==> config.mk <==
export PLATFORM = sky130hd
export DESIGN_NAME = rtp_header_extension_parser_unit
export DESIGN_NICKNAME = d
export VERILOG_FILES = /design/src/hdl/rhep_pkg.sv /design/src/hdl/rtp_header_extension_parser_unit.sv
export SDC_FILE = /design/constraint.sdc
export NUM_CORES = 1
export LEC_CHECK = 0
export ABC_AREA = 0
export BUFFER_PORTS_ARGS = -buffer_cell sky130_fd_sc_hd__buf_4
export CORE_ASPECT_RATIO = 1.25
export CORE_MARGIN = 5
export CORE_UTILIZATION = 25
export CTS_CLUSTER_SIZE = 12
export DETAILED_ROUTE_END_ITERATION = 10
export GPL_TIMING_DRIVEN = 0
export PLACE_DENSITY_LB_ADDON = 0.05
export SYNTH_ARGS = -nofsm -noshare
export SYNTH_HDL_FRONTEND = slang
export SYNTH_SLANG_ARGS = --single-unit
==> constraint.sdc <==
create_clock -name clk -period 16.2 [get_ports clk]
set_input_delay 3.24 -clock clk [delete_from_list [all_inputs] [get_ports clk]]
set_output_delay 3.24 -clock clk [all_outputs]
set_load 0.02 [all_outputs]
==> src/hdl/rhep_pkg.sv <==
package rhep_pkg;

  localparam int DataW    = 8;
  localparam int IdW      = 8;
  localparam int ElemLenW = 9;
  localparam int IdxW     = 8;
  localparam int ProfW    = 16;
  localparam int RemW     = 18;
  localparam int KindW    = 3;
  localparam int InTdataW  = 8;
  localparam int OutTdataW = 56;
  localparam int OutTuserW = 4;

  localparam logic [2:0] PH_IDLE = 3'd0;
  localparam logic [2:0] PH_HDR  = 3'd1;
  localparam logic [2:0] PH_ELEM = 3'd2;
  localparam logic [2:0] PH_LEN  = 3'd3;
  localparam logic [2:0] PH_DATA = 3'd4;
  localparam logic [2:0] PH_SKIP = 3'd5;

  localparam logic [KindW-1:0] KIND_DATA  = 3'd0;
  localparam logic [KindW-1:0] KIND_END   = 3'd1;
  localparam logic [KindW-1:0] KIND_ABORT = 3'd2;
  localparam logic [KindW-1:0] KIND_UNSUP = 3'd3;
  localparam logic [KindW-1:0] KIND_EMPTY = 3'd4;

  localparam logic [ProfW-1:0] PROFILE_ONE_BYTE   = 16'hBEDE;
  localparam logic [11:0]      PROFILE_TWO_BYTE   = 12'h100;
  localparam logic [3:0]       ID_ONE_BYTE_ABORT  = 4'd15;

  typedef struct packed {
    logic [KindW-1:0]    kind;
    logic [IdW-1:0]      element_id;
    logic [ElemLenW-1:0] element_length;
    logic [IdxW-1:0]     byte_index;
    logic [DataW-1:0]    payload_byte;
    logic                last_of_element;
    logic                end_of_block;
    logic [ProfW-1:0]    profile_word;
  } rhep_result_t;

endpackage

==> src/hdl/rtp_header_extension_parser_unit.sv <==
// RTP header-extension parser (one-byte and two-byte element forms).
// Input stream: one byte of the extension block per request, in_tdata[7:0];
// in_tuser[0] marks the first profile byte of a new block. The block header
// is a 16-bit profile and a 16-bit length in words, big-endian.
// Output stream: at most one result per input byte. out_tuser carries the
// result kind and the end-of-block flag, out_tlast marks the final data byte
// of an element, out_tdata carries id, length, byte index, data and profile.
// Other header bytes, padding and skipped bodies give no result; the last header byte
// reports an empty or unsupported block, and padding or a lone id on the final byte of
// the block reports its end. A byte enters the input register when it is accepted, and
// its result is loaded into the result register once that register is free or taken.
// Throughput: one byte per cycle while the receiver takes results; the parse state is
// updated by a single step of logic between the two registers. When the receiver
// stalls, the result register holds and the input register takes one more byte; after
// that in_tready drops until the result is taken.
// Reset (synchronous, rst_n low) empties both registers and returns the
// parser to idle; bytes before the next start mark are ignored.
module rtp_header_extension_parser_unit
  import rhep_pkg::*;
(
  input  logic                 clk,
  input  logic                 rst_n,
  input  logic                 in_tvalid,
  output logic                 in_tready,
  input  logic [InTdataW-1:0]  in_tdata,   // [7:0] data_byte
  input  logic                 in_tuser,   // [0] start_of_block
  output logic                 out_tvalid,
  input  logic                 out_tready,
  output logic [OutTdataW-1:0] out_tdata,  // [7:0] element_id, [16:8] element_length,
                                           // [24:17] byte_index, [32:25] payload_byte,
                                           // [48:33] profile_word, [55:49] zero
  output logic [OutTuserW-1:0] out_tuser,  // [2:0] kind, [3] end_of_block
  output logic                 out_tlast   // last_of_element
);

  logic               s1_valid_r, s1_valid_nxt;
  logic [DataW-1:0]   s1_byte_r;
  logic               s1_start_r;

  logic [2:0]          phase_r, phase_nxt;
  logic [1:0]          hdr_cnt_r, hdr_cnt_nxt;
  logic [ProfW-1:0]    profile_r, profile_nxt;
  logic [15:0]         len_words_r, len_words_nxt;
  logic [RemW-1:0]     remain_r, remain_nxt;
  logic                two_byte_r, two_byte_nxt;
  logic [IdW-1:0]      cur_id_r, cur_id_nxt;
  logic [ElemLenW-1:0] elem_len_r, elem_len_nxt;
  logic [ElemLenW-1:0] data_left_r, data_left_nxt;

  logic               out_valid_r, out_valid_nxt;
  rhep_result_t       res_r;
  rhep_result_t       res;
  logic               res_valid;
  logic               proc;

  logic [2:0]          ph;
  logic [1:0]          hc;
  logic [RemW-1:0]     rem_dec;
  logic                eob;
  logic [ElemLenW-1:0] one_len;
  logic [ElemLenW-1:0] dl_dec;
  logic [ElemLenW-1:0] idx_full;
  logic                supported;

  assign proc      = s1_valid_r && (!out_valid_r || out_tready);
  assign in_tready = !s1_valid_r || proc;

  assign rem_dec  = remain_r - RemW'(1);
  assign eob      = (rem_dec == '0);
  assign one_len  = ElemLenW'(s1_byte_r[3:0]) + ElemLenW'(1);
  assign dl_dec   = data_left_r - ElemLenW'(1);
  assign idx_full = elem_len_r - data_left_r;

  always_comb begin
    ph            = s1_start_r ? PH_HDR : phase_r;
    hc            = s1_start_r ? 2'd0 : hdr_cnt_r;
    phase_nxt     = ph;
    hdr_cnt_nxt   = hc;
    profile_nxt   = profile_r;
    len_words_nxt = len_words_r;
    remain_nxt    = remain_r;
    two_byte_nxt  = two_byte_r;
    cur_id_nxt    = cur_id_r;
    elem_len_nxt  = elem_len_r;
    data_left_nxt = data_left_r;
    supported     = 1'b0;
    res_valid     = 1'b0;
    res           = '0;

    unique case (ph)
      PH_HDR: begin
        if (hc < 2'd2) begin
          profile_nxt = {profile_r[7:0], s1_byte_r};
        end else begin
          len_words_nxt = {len_words_r[7:0], s1_byte_r};
        end
        if (hc != 2'd3) begin
          hdr_cnt_nxt = hc + 2'd1;
        end else begin
          hdr_cnt_nxt = 2'd0;
          remain_nxt  = {len_words_nxt, 2'b00};
          supported   = (profile_r == PROFILE_ONE_BYTE) ||
                        (profile_r[15:4] == PROFILE_TWO_BYTE);
          if (supported) begin
            two_byte_nxt = (profile_r != PROFILE_ONE_BYTE);
            if (remain_nxt == '0) begin
              phase_nxt        = PH_IDLE;
              res_valid        = 1'b1;
              res.kind         = KIND_END;
              res.end_of_block = 1'b1;
            end else begin
              phase_nxt = PH_ELEM;
            end
          end else begin
            phase_nxt        = (remain_nxt == '0) ? PH_IDLE : PH_SKIP;
            res_valid        = 1'b1;
            res.kind         = KIND_UNSUP;
            res.end_of_block = (remain_nxt == '0);
          end
        end
      end
      PH_ELEM: begin
        remain_nxt = rem_dec;
        if (eob) begin
          phase_nxt = PH_IDLE;
        end
        if (!two_byte_r) begin
          if (s1_byte_r[7:4] == ID_ONE_BYTE_ABORT) begin
            phase_nxt        = eob ? PH_IDLE : PH_SKIP;
            res_valid        = 1'b1;
            res.kind         = KIND_ABORT;
            res.element_id   = IdW'(s1_byte_r[7:4]);
            res.end_of_block = eob;
          end else if (s1_byte_r == '0) begin
            if (eob) begin
              res_valid        = 1'b1;
              res.kind         = KIND_END;
              res.end_of_block = 1'b1;
            end
          end else if (RemW'(one_len) > rem_dec) begin
            phase_nxt          = eob ? PH_IDLE : PH_SKIP;
            res_valid          = 1'b1;
            res.kind           = KIND_ABORT;
            res.element_id     = IdW'(s1_byte_r[7:4]);
            res.element_length = one_len;
            res.end_of_block   = eob;
          end else begin
            cur_id_nxt    = IdW'(s1_byte_r[7:4]);
            elem_len_nxt  = one_len;
            data_left_nxt = one_len;
            phase_nxt     = PH_DATA;
          end
        end else if (eob) begin
          res_valid        = 1'b1;
          res.kind         = KIND_END;
          res.end_of_block = 1'b1;
        end else begin
          cur_id_nxt = s1_byte_r;
          phase_nxt  = PH_LEN;
        end
      end
      PH_LEN: begin
        remain_nxt = rem_dec;
        if (eob) begin
          phase_nxt = PH_IDLE;
        end
        if (cur_id_r == '0 && s1_byte_r == '0) begin
          if (eob) begin
            res_valid        = 1'b1;
            res.kind         = KIND_END;
            res.end_of_block = 1'b1;
          end else begin
            phase_nxt = PH_ELEM;
          end
        end else if (RemW'(s1_byte_r) > rem_dec) begin
          phase_nxt          = eob ? PH_IDLE : PH_SKIP;
          res_valid          = 1'b1;
          res.kind           = KIND_ABORT;
          res.element_id     = cur_id_r;
          res.element_length = ElemLenW'(s1_byte_r);
          res.end_of_block   = eob;
        end else begin
          elem_len_nxt  = ElemLenW'(s1_byte_r);
          data_left_nxt = ElemLenW'(s1_byte_r);
          if (s1_byte_r == '0) begin
            if (!eob) begin
              phase_nxt = PH_ELEM;
            end
            res_valid        = 1'b1;
            res.kind         = KIND_EMPTY;
            res.element_id   = cur_id_r;
            res.end_of_block = eob;
          end else begin
            phase_nxt = PH_DATA;
          end
        end
      end
      PH_DATA: begin
        data_left_nxt = dl_dec;
        remain_nxt    = rem_dec;
        if (eob) begin
          phase_nxt = PH_IDLE;
        end else if (dl_dec == '0) begin
          phase_nxt = PH_ELEM;
        end
        res_valid           = 1'b1;
        res.kind            = KIND_DATA;
        res.element_id      = cur_id_r;
        res.element_length  = elem_len_r;
        res.byte_index      = idx_full[IdxW-1:0];
        res.payload_byte    = s1_byte_r;
        res.last_of_element = (dl_dec == '0);
        res.end_of_block    = eob;
      end
      PH_SKIP: begin
        remain_nxt = rem_dec;
        if (eob) begin
          phase_nxt = PH_IDLE;
        end
      end
      default: begin
        phase_nxt = PH_IDLE;
      end
    endcase
    res.profile_word = profile_nxt;
  end

  always_comb begin
    s1_valid_nxt = (in_tvalid && in_tready) || (s1_valid_r && !proc);
    if (proc) begin
      out_valid_nxt = res_valid;
    end else begin
      out_valid_nxt = out_valid_r && !out_tready;
    end
  end

  always_ff @(posedge clk) begin
    if (!rst_n) begin
      s1_valid_r  <= 1'b0;
      out_valid_r <= 1'b0;
      phase_r     <= PH_IDLE;
      hdr_cnt_r   <= '0;
      profile_r   <= '0;
      len_words_r <= '0;
      remain_r    <= '0;
      two_byte_r  <= 1'b0;
      cur_id_r    <= '0;
      elem_len_r  <= '0;
      data_left_r <= '0;
    end else begin
      s1_valid_r  <= s1_valid_nxt;
      out_valid_r <= out_valid_nxt;
      if (proc) begin
        phase_r     <= phase_nxt;
        hdr_cnt_r   <= hdr_cnt_nxt;
        profile_r   <= profile_nxt;
        len_words_r <= len_words_nxt;
        remain_r    <= remain_nxt;
        two_byte_r  <= two_byte_nxt;
        cur_id_r    <= cur_id_nxt;
        elem_len_r  <= elem_len_nxt;
        data_left_r <= data_left_nxt;
      end
    end
  end

  always_ff @(posedge clk) begin
    if (in_tvalid && in_tready) begin
      s1_byte_r  <= in_tdata[DataW-1:0];
      s1_start_r <= in_tuser;
    end
    if (proc && res_valid) begin
      res_r <= res;
    end
  end

  assign out_tvalid = out_valid_r;
  assign out_tdata  = {7'd0, res_r.profile_word, res_r.payload_byte, res_r.byte_index,
                       res_r.element_length, res_r.element_id};
  assign out_tuser  = {res_r.end_of_block, res_r.kind};
  assign out_tlast  = res_r.last_of_element;

endmodule

After elaboration in Yosys (flattened, before gate mapping)
Cells that the tools add are included.

operators by class
  order comparisons = 3
  bitwise gates (word level) = 1
  muxes and demuxes = 82
  add/sub/neg operators = 5
  eq/ne operators = 21
  reductions and logical operators = 29

operators by type and width
  cell                                                                   count
  16-bit two-way mux                                                     4
  9-bit two-way mux                                                      7
  3-bit two-way mux                                                      20
  17-bit two-way mux                                                     3
  17-bit one-hot mux with 3 select lines                                 1
  8-bit two-way mux                                                      6
  18-bit one-hot mux with 2 select lines                                 1
  11-bit two-way mux                                                     3
  9-bit one-hot mux with 3 select lines                                  1
  2-bit inequality test (second input constant)                          12
  1-bit two-way mux                                                      23
  19-bit two-way mux                                                     1
  5-bit by 18-bit greater-than comparator with 1-bit output              1
  8-bit by 18-bit greater-than comparator with 1-bit output              1
  18-bit zero test                                                       1
  18-bit two-way mux                                                     1
  9-bit one-hot mux with 2 select lines                                  1
  18-bit by 1-bit subtractor with 18-bit output (second input constant)  1
  16-bit equality test (second input constant)                           1
  16-bit zero test                                                       1
  8-bit zero test                                                        2
  16-bit inequality test (second input constant)                         1
  8-bit AND reduction                                                    2
  3-bit one-hot mux with 5 select lines                                  1
  25 further kinds                                                       45

storage, ports and cells
  register bits = 147
  output and inout port bits = 63

Depth between registers and ports, before layout
Gate-level depths: netlist of the first run.

  word-level depth = 10
  depth in mapped cells = 17
  mapped depth without buffers = 14

Worst setup path after synthesis of the first run
Ideal clock, no wire load.

  path kind = input to register
  start point = input port out_tready
  end point = register res_r, in the netlist out_tdata[0] (enable)
  stages = 5
  setup slack = 8192 ps
  path buffers = 2
  arrival time = 7479 ps
  setup time = 529 ps
  path through = nand2b_1 -> nand2_1 -> clkbuf_1 -> clkbuf_1 -> nor3_1

on the way
  cells in the longest elaborated chain, start to end = 3

RTL lines
  item                    RTL line                                 RTL
  start: declaration      rtp_header_extension_parser_unit.sv:28   input logic out_tready,
  1-bit logical OR        rtp_header_extension_parser_unit.sv:65   assign proc = s1_valid_r && (!out_valid_r || out_tready);
  1-bit logical AND       rtp_header_extension_parser_unit.sv:65
  1-bit logical AND       rtp_header_extension_parser_unit.sv:272  if (proc && res_valid) begin
  end signal: assignment  rtp_header_extension_parser_unit.sv:273  res_r <= res;
  end: declaration        rtp_header_extension_parser_unit.sv:51   rhep_result_t res_r;

No other way between the ends.
A chain may end at the register's enable or synchronous reset.

Worst setup path in the final report of the first run
  start point = input port out_tready
  end point = output port in_tready

on the way
  cells in the longest elaborated chain, start to end = 3

RTL lines
  item               RTL line                                RTL
  1-bit logical OR   rtp_header_extension_parser_unit.sv:65
  1-bit logical AND  rtp_header_extension_parser_unit.sv:65
  1-bit logical OR   rtp_header_extension_parser_unit.sv:66  assign in_tready = !s1_valid_r || proc;
  end: declaration   rtp_header_extension_parser_unit.sv:24  output logic in_tready,

No other way between the ends.

==> results of run 1 <==
placed cells by master, fill, tap and decap left out, types with 6 or more instances in the layout:
master / instances
a211oi_1: 29
or3_1: 9
and2_1: 12
or4_1: 8
ha_1: 28
xor2_1: 6
buf_4: 75
nand2b_1: 11
nor2b_1: 12
nand3_1: 20
nand2_1: 97
and3_1: 9
nand4_1: 13
inv_1: 24
mux2_2: 14
dfxtp_1: 83
nor4_1: 18
a22oi_1: 8
a21oi_1: 76
clkbuf_16: 17
conb_1: 8
o21ai_0: 46
xnor2_1: 15
nor3_1: 25
mux2i_1: 26
clkbuf_1: 56
a311oi_1: 6
nor2_1: 92
o2bb2ai_1: 6
edfxtp_1: 62
o211ai_1: 6
worst paths after layout:
check,startpoint,endpoint,cells past startpoint
worst max-delay path,out_tready,in_tready,4
worst min-delay path,cur_id_r[6]$_SDFFE_PN0P_,cur_id_r[6]$_SDFFE_PN0P_,2
worst max register to register,remain_r[0]$_SDFFE_PN0P_,out_tdata[10]$_DFFE_PP_,17
worst min register to register,cur_id_r[6]$_SDFFE_PN0P_,cur_id_r[6]$_SDFFE_PN0P_,2
kinds of logic (layout without fill, tap and decap cells):
kind of cell	after synthesis	after routing
AND/OR/NAND/NOR	349	349
AO/OA/AOI/OAI	230	230
flip-flops	145	145
buffers and inverters	101	203
multiplexers	40	40
adder cells (fa/ha/maj)	29	29
XOR/XNOR	21	21
other	1	8
through the flow:
step | instance area [um2] | total power, mW
global placement | 9211 | 0.4767
global route | 9839 | 0.9048
floorplan | 8193 | 0.4453
finish | 9839 | 0.8672
detailed placement | 9258 | 0.4760
CTS | 9839 | 0.8804
power breakdown:
part           switching, mW  leakage [nW]  internal [mW]  total (mW)
registers            0.00715          1.24          0.385       0.393
clock network          0.180         0.285          0.220       0.400
logic                 0.0507          2.05         0.0234      0.0742
total                  0.238          3.57          0.629       0.867
routing by layer:
| metal | wire length (um) | global-route usage, % |
|---|---|---|
| met1 | 12970 | 20.72 |
| met4 | 592 | 5.220 |
| met2 | 14650 | 27.85 |
| met3 | 817 | 2.492 |
| met5 | 0 | 0 |
final cells by class:
| class | count | share of cell area [%] |
|---|---|---|
| multi-input cells | 677 | 43.15 |
| flip-flops and latches | 145 | 35.81 |
| repair buffers | 70 | 5.455 |
| well taps | 418 | 5.315 |
| clock buffers | 18 | 4.463 |
| plain buffers | 75 | 3.370 |
| clock inverters | 14 | 1.450 |
| inverters | 26 | 0.9919 |
worst reg2reg max path: cells and delay by family (launching register included):
kind,cells,cell delay [ns]
AOI/OAI and AO/OA,3,0.85
adders and majority gates,2,0.60
and+or+nand+nor,6,1.50
xor gates and xnor gates,1,0.39
buffers and inverters,5,1.10
DFF,1,0.46
registers in the layout, indices dropped and copies added, names as in the netlist:
| name | cells |
|---|---|
| elem_len_r | 8 |
| cur_id_r | 8 |
| hdr_cnt_r | 2 |
| out_tvalid | 1 |
| s1_byte_r | 8 |
| two_byte_r | 1 |
| out_tuser | 4 |
| out_tlast | 1 |
| phase_r | 3 |
| s1_start_r | 1 |
| len_words_r | 16 |
| profile_r | 16 |
| remain_r | 18 |
| s1_valid_r | 1 |
| data_left_r | 9 |
| out_tdata | 48 |
==> impl_metrics.toml, run 1 <==
[synth]
ys_top_cells_by_area = "edfxtp_1 23%, dfxtp_1 20%, a21oi_1 4.7%"
synth_top_area_share_pct = 22.80
yosys-top-cells-count = "97 x nand2_1, 92 x nor2_1, 83 x dfxtp_1"
synth_simple_gate_area_share_pct = 21.22
synthXorXnorAreaFrac_pct = 2.252
synth_top_family_by_area = "simple AND/OR/NAND/NOR gates"
yosys.area.top_type = "edfxtp_1"
synth.avg_cell_area_um2 = 8.915
ys_types = 71
synthArstFlopShare_pct = 0
synthesis.instances = 916
synthAdderAreaFrac_pct = 4.535
synthFlopType = "dfxtp_1"
ys_ff_latch = 145
synth_warnings = 0
synth_edf_count = 62
yosysMostFrequentCell = "nand2_1"
seq_area_frac_synth_pct = 43.14
netlist_area_mm2 = 0.008167
synth_compound_area_share_pct = 18.43
synthMuxAreaShare_pct = 5.117

[route]
wl_per_cell_um = 20.12
first_iter_violations = 348
drc = 0
num_vias = 7086
via_per_inst = 4.911
drt-total-wl_um = 29030
postRouteAntennaNets = 0
dr.pass1.iters = 5

[clock_network]
cts_hold_buf = 0
numCtsBuffers = 17
cts_setup_buffers = 0
root_buffer = "clkbuf_16"
cts_resized = 0
insertion_delay_ns = 0.44
clock-sinks = 145
cts.clk_slew.worst_paths_ns = 0.07
cts_max_level = 4
cts_buffer_depth = 2
cts_tree = "yes"

[sta]
max_freq_mhz = 140.8
rsz0062_at_grt = "no"
setup_tns_ns = 0
drv_slew = 0
postLayoutSetupSlackWorst_ns = 9.099
holdWs_ns = 0.4676
period_minus_slack_ns = 7.101
fin_skew_ns = 0.01135
hold_viol = 0
max_slew_margin_pct = 28.60
finalCritPeriodShare_pct = 43.84
setup_violations = 0
max_slew.worst_pin.slew_ns = 1.063

[finish]
nNetsFinal = 1054
syn2layout_area_growth_pct = 20.48
drive_gt1_share_pct = 14.54
fillCellCount = 3495
stdcell_count = 1443
multi_input_area_mm2 = 0.004245
post-route-util_pct = 30.28
diodes = 0
seq_area_mm2 = 0.003523

[place]
gp_congestion = 0.8756
io_buffers = 66
place_hpwl_um = 21520
pre_cts_slack_ns = 9.054
dp_cells = 1411

[power_and_ir_drop]
power.leakage_nw = 3.574
powerDensity_mw_per_mm2 = 88.13
ir_drop_uv = 41.05

[grt]
grt_usage_pct = 16.18
grt_max_degree = 17
grt_pass1_wl_um = 44240
grt_remaining_overflow = 0
antenna_found_initial = 0
grt_pass1_vias = 7066

[setup_path]
worst_setup_path_start_kind = "input pin"
critPathBufInv = 2
cp_cell_sequence = "buf_4 -> nor2b_1 -> nand2_1 -> buf_4"
critical_path_required_ns = 12.96
worst_path_most_repeated_cell = "buf_4"
critPathMaxFanout = 3
worst_setup_path_end_kind = "primary output"
worst_path_max_delay_cell = "nor2b_1"
crit_arrival_ns = 3.86
critPathKind = "input pin to primary output"
regToRegSetupSlack_ns = 11.00
path_delay_family = "simple AND/OR/NAND/NOR gates"
cp_slowest_stage_delay_ns = 0.22

[die]
start_util_pct = 25.13
core_mm2 = 0.03250
fp.dieW_um = 171.7
die-area_mm2 = 0.03640
io_pins = 76
rows = 74
die_y_um = 212.1

[run_status]
status = "complete, no violations"

[hold_path]
hold_path_class = "register to register"

[run]
maxCapViolations = 0
(Power assumes the default switching activity.)
==> inputs of run 2 (changes only) <==
==> constraint.sdc (replaced) <==
create_clock -name clk -period 6.4 [get_ports clk]
set_input_delay 1.28 -clock clk [delete_from_list [all_inputs] [get_ports clk]]
set_output_delay 1.28 -clock clk [all_outputs]
set_load 0.02 [all_outputs]
==> impl_metrics.toml, run 2 (synthesis gave the netlist of run 1 again) <==
[setup_path]
r2r-end = "out_tdata[8]$_DFFE_PP_"
crit_path_start = "remain_r[0]$_SDFFE_PN0P_"
worst_setup_path_end_kind = "register"
crit_arrival_ns = 4.92
critPathKind = "register to register"
worst-r2r-cell-count = 16
critPathMaxFanout = 19
critical_path_required_ns = 6.54
worst_setup_path_start_kind = "register"
timing.rr.start = "remain_r[0]$_SDFFE_PN0P_"
regToRegSetupSlack_ns = 1.62

[die]
die-area_mm2 = 0.03640
io_pins = 76
fp.dieW_um = 171.7
die_y_um = 212.1
rows = 74
core_mm2 = 0.03250
start_util_pct = 25.13

[power_and_ir_drop]
power.internal_mw = 1.686
p_sw_uw = 589.0
p_sw_share_pct = 25.89
power.leakage_nw = 3.610
comb_power_share_pct = 8.3
seqPwrFrac_pct = 43.7
ir_drop_uv = 132.4
total_power_mw = 2.275
pwr-share-clk_pct = 48.0
powerDensity_mw_per_mm2 = 229.2

[finish]
diodes = 0
nNetsFinal = 1053
stdcell_area_mm2 = 0.009923
final_cell_mix = "97 x nand2_1, 92 x nor2_1, 83 x dfxtp_1"
mostFrequentLayoutCell = "nand2_1"
post-route-util_pct = 30.53
drive_gt1_share_pct = 14.45
syn2layout_area_growth_pct = 21.51
largest_reg_flops = 48

[route]
wl_per_cell_um = 20.33
postRouteAntennaNets = 0
dr.pass1.iters = 5
via_per_inst = 4.974
first_iter_violations = 404
drc = 0
drt-total-wl_um = 29310
num_vias = 7172

[grt]
grt_pass1_vias = 7345
grt_remaining_overflow = 0
grt_max_degree = 20
grt_pass1_wl_um = 44880
grt_usage_pct = 16.38
antenna_found_initial = 1

[clock_network]
clock-sinks = 145
cts_buffer_depth = 2
root_buffer = "clkbuf_16"
insertion_delay_ns = 0.45
numCtsBuffers = 17
cts.clk_slew.worst_paths_ns = 0.07
cts_resized = 0
cts_setup_buffers = 0
cts_tree = "yes"
cts_hold_buf = 0
cts_max_level = 4

[sta]
setup_violations = 0
max_slew.worst_pin.slew_ns = 1.068
max_slew_margin_pct = 28.28
postLayoutSetupSlackWorst_ns = 1.621
hold_viol = 0
rsz0062_at_grt = "no"
max_freq_mhz = 209.3
finalCritPeriodShare_pct = 74.67
drv_slew = 0
fin_skew_ns = 0.01064
period_minus_slack_ns = 4.779

[hold_path]
hp-start = "cur_id_r[5]$_SDFFE_PN0P_"
min_to = "cur_id_r[5]$_SDFFE_PN0P_"
hold_path_class = "register to register"
min_path_cells = 2

[place]
placed_cell_area_mm2 = 0.009280
place_hpwl_um = 21620
io_buffers = 66
gp_congestion = 0.8625
pre_cts_slack_ns = 1.634

[run]
maxCapViolations = 0

[run_status]
status = "complete, no violations"
-- run 2: changes by cell type in the layout (fill, tap and decap cells not counted), sizes merged --
cell    before  now
buf         89   88
bufinv       1    2
clkbuf      74   77
clkinv       5    4
inv         33   30
-- run 2: cell type report --
class,instances,area (um2)
sequential,145,3523
clock buffer,21,503.0
inverter,26,97.59
buffer,75,331.6
tap,418,523.0
timing repair buffer,69,553.0
clock inverter,11,140.1
multi-input combinational,677,4252
fill,3502,22580
-- run 2: power by group through the flow --
stage,clock [mW],combinational (mW),sequential (mW)
after floorplan,0,0.120,1.01
after CTS,1.13,0.192,0.994
after global placement,0,0.192,1.01
final,1.09,0.189,0.994
after detailed placement,0,0.191,1.01
after global routing,1.16,0.208,0.996
-- run 2: how the worst max path moves through the flow --
stage / cells past startpoint / slack (ns) / endpoint
after detailed placement: 16 / 1.63 / out_tdata[10]$_DFFE_PP_
final: 16 / 1.62 / out_tdata[8]$_DFFE_PP_
after floorplan: 15 / 1.25 / out_tdata[0]$_DFFE_PP_
after CTS: 16 / 1.61 / out_tdata[8]$_DFFE_PP_
after global routing: 17 / 1.26 / out_tdata[11]$_DFFE_PP_
after global placement: 15 / -1.02 / out_tdata[10]$_DFFE_PP_
-- run 2: routing by layer --
layer  track usage, %  routed length [um]  part of all wire [%]
met3            2.845                1014                   3.5
met2            28.19               14710                    50
met4            5.739                 727                   2.5
met1            20.60               12850                    44
met5                0                  13                 0.044
-- run 2: metrics by stage --
stage	hold slack, ns	TNS (ns)	instances
floorplan	0.4376	0	923
global placement	0.4533	-53.54	1407
detailed placement	0.4583	0	1410
CTS	0.4701	0	1442
global route	0.4947	0	1442
finish	0.4687	0	1442
-- run 2: critical path, cell delays in order, from the launching register on --
cell and delay (ns):
dfxtp_1 0.47, inv_1 0.15, ha_1 0.28, clkbuf_1 0.29, nand2_1 0.16, nor2_1 0.06
xnor2_1 0.41, ha_1 0.34, nand4_1 0.13, nor2_1 0.06, a211o_1 0.34, nor3_1 0.40
o21ai_0 0.21, o21a_1 0.31, nor3_4 0.42, buf_16 0.22, buf_8 0.19
==> inputs of run 3 (changes only) <==
--- a/config.mk
+++ b/config.mk
@@ -5,7 +5,7 @@
 export SDC_FILE = /design/constraint.sdc
 export NUM_CORES = 1
 export LEC_CHECK = 0
-export ABC_AREA = 0
+export ABC_AREA = 1
 export BUFFER_PORTS_ARGS = -buffer_cell sky130_fd_sc_hd__buf_4
 export CORE_ASPECT_RATIO = 1.25
 export CORE_MARGIN = 5
==> constraint.sdc (replaced) <==
create_clock -name clk -period 4.02 [get_ports clk]
set_input_delay 0.804 -clock clk [delete_from_list [all_inputs] [get_ports clk]]
set_output_delay 0.804 -clock clk [all_outputs]
set_load 0.02 [all_outputs]
==> impl_metrics.toml, run 3 <==
[synth]
synth_compound_area_share_pct = 17.02
synth_top_family_by_area = "simple AND/OR/NAND/NOR gates"
ys_types = 51
synthFlopType = "dfxtp_1"
synth_warnings = 0
synth_edf_count = 62
yosys-top-cells-count = "177 x nand2_1, 133 x inv_1, 120 x nor2_1"
yosysMostFrequentCell = "nand2_1"
synth.avg_cell_area_um2 = 7.675
synthAdderAreaFrac_pct = 4.535
seq_area_frac_synth_pct = 43.14
synthesis.instances = 1064
synthXorXnorAreaFrac_pct = 1.180
synth_top_area_share_pct = 22.80
synthArstFlopShare_pct = 0
netlist_area_mm2 = 0.008167
ys_top_cells_by_area = "edfxtp_1 23%, dfxtp_1 20%, nand2_1 8.1%"
ys_ff_latch = 145
synthMuxAreaShare_pct = 0
synth_simple_gate_area_share_pct = 24.80
yosys.area.top_type = "edfxtp_1"

[run_status]
status = "complete, no violations"

[clock_network]
cts.clk_slew.worst_paths_ns = 0.07
cts_max_level = 4
cts_tree = "yes"
cts_buffer_depth = 2
numCtsBuffers = 17
root_buffer = "clkbuf_16"
clock-sinks = 145
insertion_delay_ns = 0.44

[power_and_ir_drop]
total_power_mw = 3.811
powerDensity_mw_per_mm2 = 385.2
power.leakage_nw = 4.207
ir_drop_uv = 197.9

[place]
placed_cell_area_mm2 = 0.009231
place_hpwl_um = 22060
io_buffers = 66
pre_cts_slack_ns = -0.2363
gp_congestion = 0.8350

[die]
start_util_pct = 25.13
fp.dieW_um = 171.7
core_mm2 = 0.03250
die_y_um = 212.1
io_pins = 76
rows = 74
die-area_mm2 = 0.03640

[sta]
setup_violations = 0
max_slew_margin_pct = 31.16
period_minus_slack_ns = 3.577
drv_slew = 0
fin_skew_ns = 0.01966
setup_tns_ns = 0
hold_viol = 0
finalCritPeriodShare_pct = 88.98
max_slew.worst_pin.slew_ns = 1.025
postLayoutSetupSlackWorst_ns = 0.4429
max_freq_mhz = 279.6
rsz0062_at_grt = "no"

[grt]
grt_usage_pct = 16.07
grt_max_degree = 33
grt_pass1_vias = 7500
grt_pass1_wl_um = 44130
grt_remaining_overflow = 0
antenna_found_initial = 0

[route]
drc = 0
postRouteAntennaNets = 0
num_vias = 7386
via_per_inst = 4.639
dr.pass1.iters = 5
drt-total-wl_um = 29020
wl_per_cell_um = 18.23
first_iter_violations = 414

[finish]
nNetsFinal = 1203
post-route-util_pct = 30.44
diodes = 0
syn2layout_area_growth_pct = 21.14
stdcell_area_mm2 = 0.009893
drive_gt1_share_pct = 15.08
fillCellCount = 3581
mostFrequentLayoutCell = "nand2_1"
largest_reg_flops = 48
final_cell_mix = "176 x nand2_1, 132 x inv_1, 119 x nor2_1"

[setup_path]
critPathKind = "register to register"
crit_path_start = "remain_r[0]$_SDFFE_PN0P_"
critPathMaxFanout = 32
crit_arrival_ns = 3.70
worst_setup_path_start_kind = "register"
critical_path_required_ns = 4.14
timing.rr.start = "remain_r[0]$_SDFFE_PN0P_"
worst_setup_path_end_kind = "register"

[run]
maxCapViolations = 0

[hold_path]
hold_path_class = "register to register"
hp-start = "cur_id_r[3]$_SDFFE_PN0P_"
[run 3: metal layers]
metal	share of wire, %	vias up	global-route usage [%]
met4	2.1	0	5.138
met3	3.6	29	2.920
met2	51	126	29.16
met5	0	-	0
li1	-	3760	-
met1	43	3471	19.04
[run 3: area by class of cell]
cell class                      instances  area, um2  share of cell area (%)
Timing Repair Buffer                   70      538.0                   5.438
Multi-Input combinational cell        739       3936                   39.79
Timing Repair inverter                  1      6.256                 0.06324
Sequential cell                       145       3523                   35.61
Inverter                              142      540.5                   5.464
Clock inverter                         13      148.9                   1.505
Tap cell                              418      523.0                   5.286
Clock buffer                           19      452.9                   4.578
Buffer                                 45      224.0                   2.264
[run 3: path summary, 6_finish.rpt]
| path | end | slack [ns] | cells past startpoint |
|---|---|---|---|
| worst max-delay path | out_tdata[23]$_SDFFCE_PN0P_ | 0.44 | 18 |
| worst min register to register | cur_id_r[3]$_SDFFE_PN0P_ | 0.47 | 2 |
| worst max register to register | out_tdata[23]$_SDFFCE_PN0P_ | 0.44 | 18 |
| worst min-delay path | cur_id_r[3]$_SDFFE_PN0P_ | 0.47 | 2 |
[run 3: kinds of logic (layout without fill, tap and decap cells)]
family,count (synthesis),in the layout
buf+inv,187,290
flops,145,145
simple gates,440,440
other cells,1,8
xor+xnor,11,11
fa+ha+maj,29,29
compound gates,251,251
[run 3: power by group]
group          leakage, nW  switching (mW)  internal, mW  total (mW)
sequential            1.28          0.0467          1.57        1.62
clock                0.288           0.708         0.957        1.66
combinational         2.64           0.369         0.161       0.530
total                 4.21            1.12          2.69        3.81
[run 3: through the flow]
step / hold slack (ns) / instances
2_1_floorplan: 0.4391 / 1071
3_3_place_gp: 0.4559 / 1555
3_5_place_dp: 0.4598 / 1556
4_1_cts: 0.4690 / 1590
5_1_grt: 0.5034 / 1592
6_report: 0.4662 / 1592
[run 3: critical path, cell delays in order (launching register included)]
cell,delay (ns)
dfxtp_1,0.34
inv_4,0.14
ha_1,0.22
nand2_2,0.15
xor2_2,0.20
ha_1,0.29
nand2_1,0.07
nor2_2,0.16
o21ai_0,0.11
o211ai_1,0.11
a21boi_0,0.11
nor2_1,0.18
nand4_1,0.18
nand2_1,0.19
a21oi_4,0.12
nand3_1,0.19
nand2_2,0.15
clkinv_4,0.11
buf_12,0.19
[run 3: timing repair]
item / CTS / global route
endpoints found under the setup margin: 53 / 53
gates resized for setup: 2 / 8
hold buffers: 0 / 0
cloned: 0 / 1
buffers inserted: 2 / 1
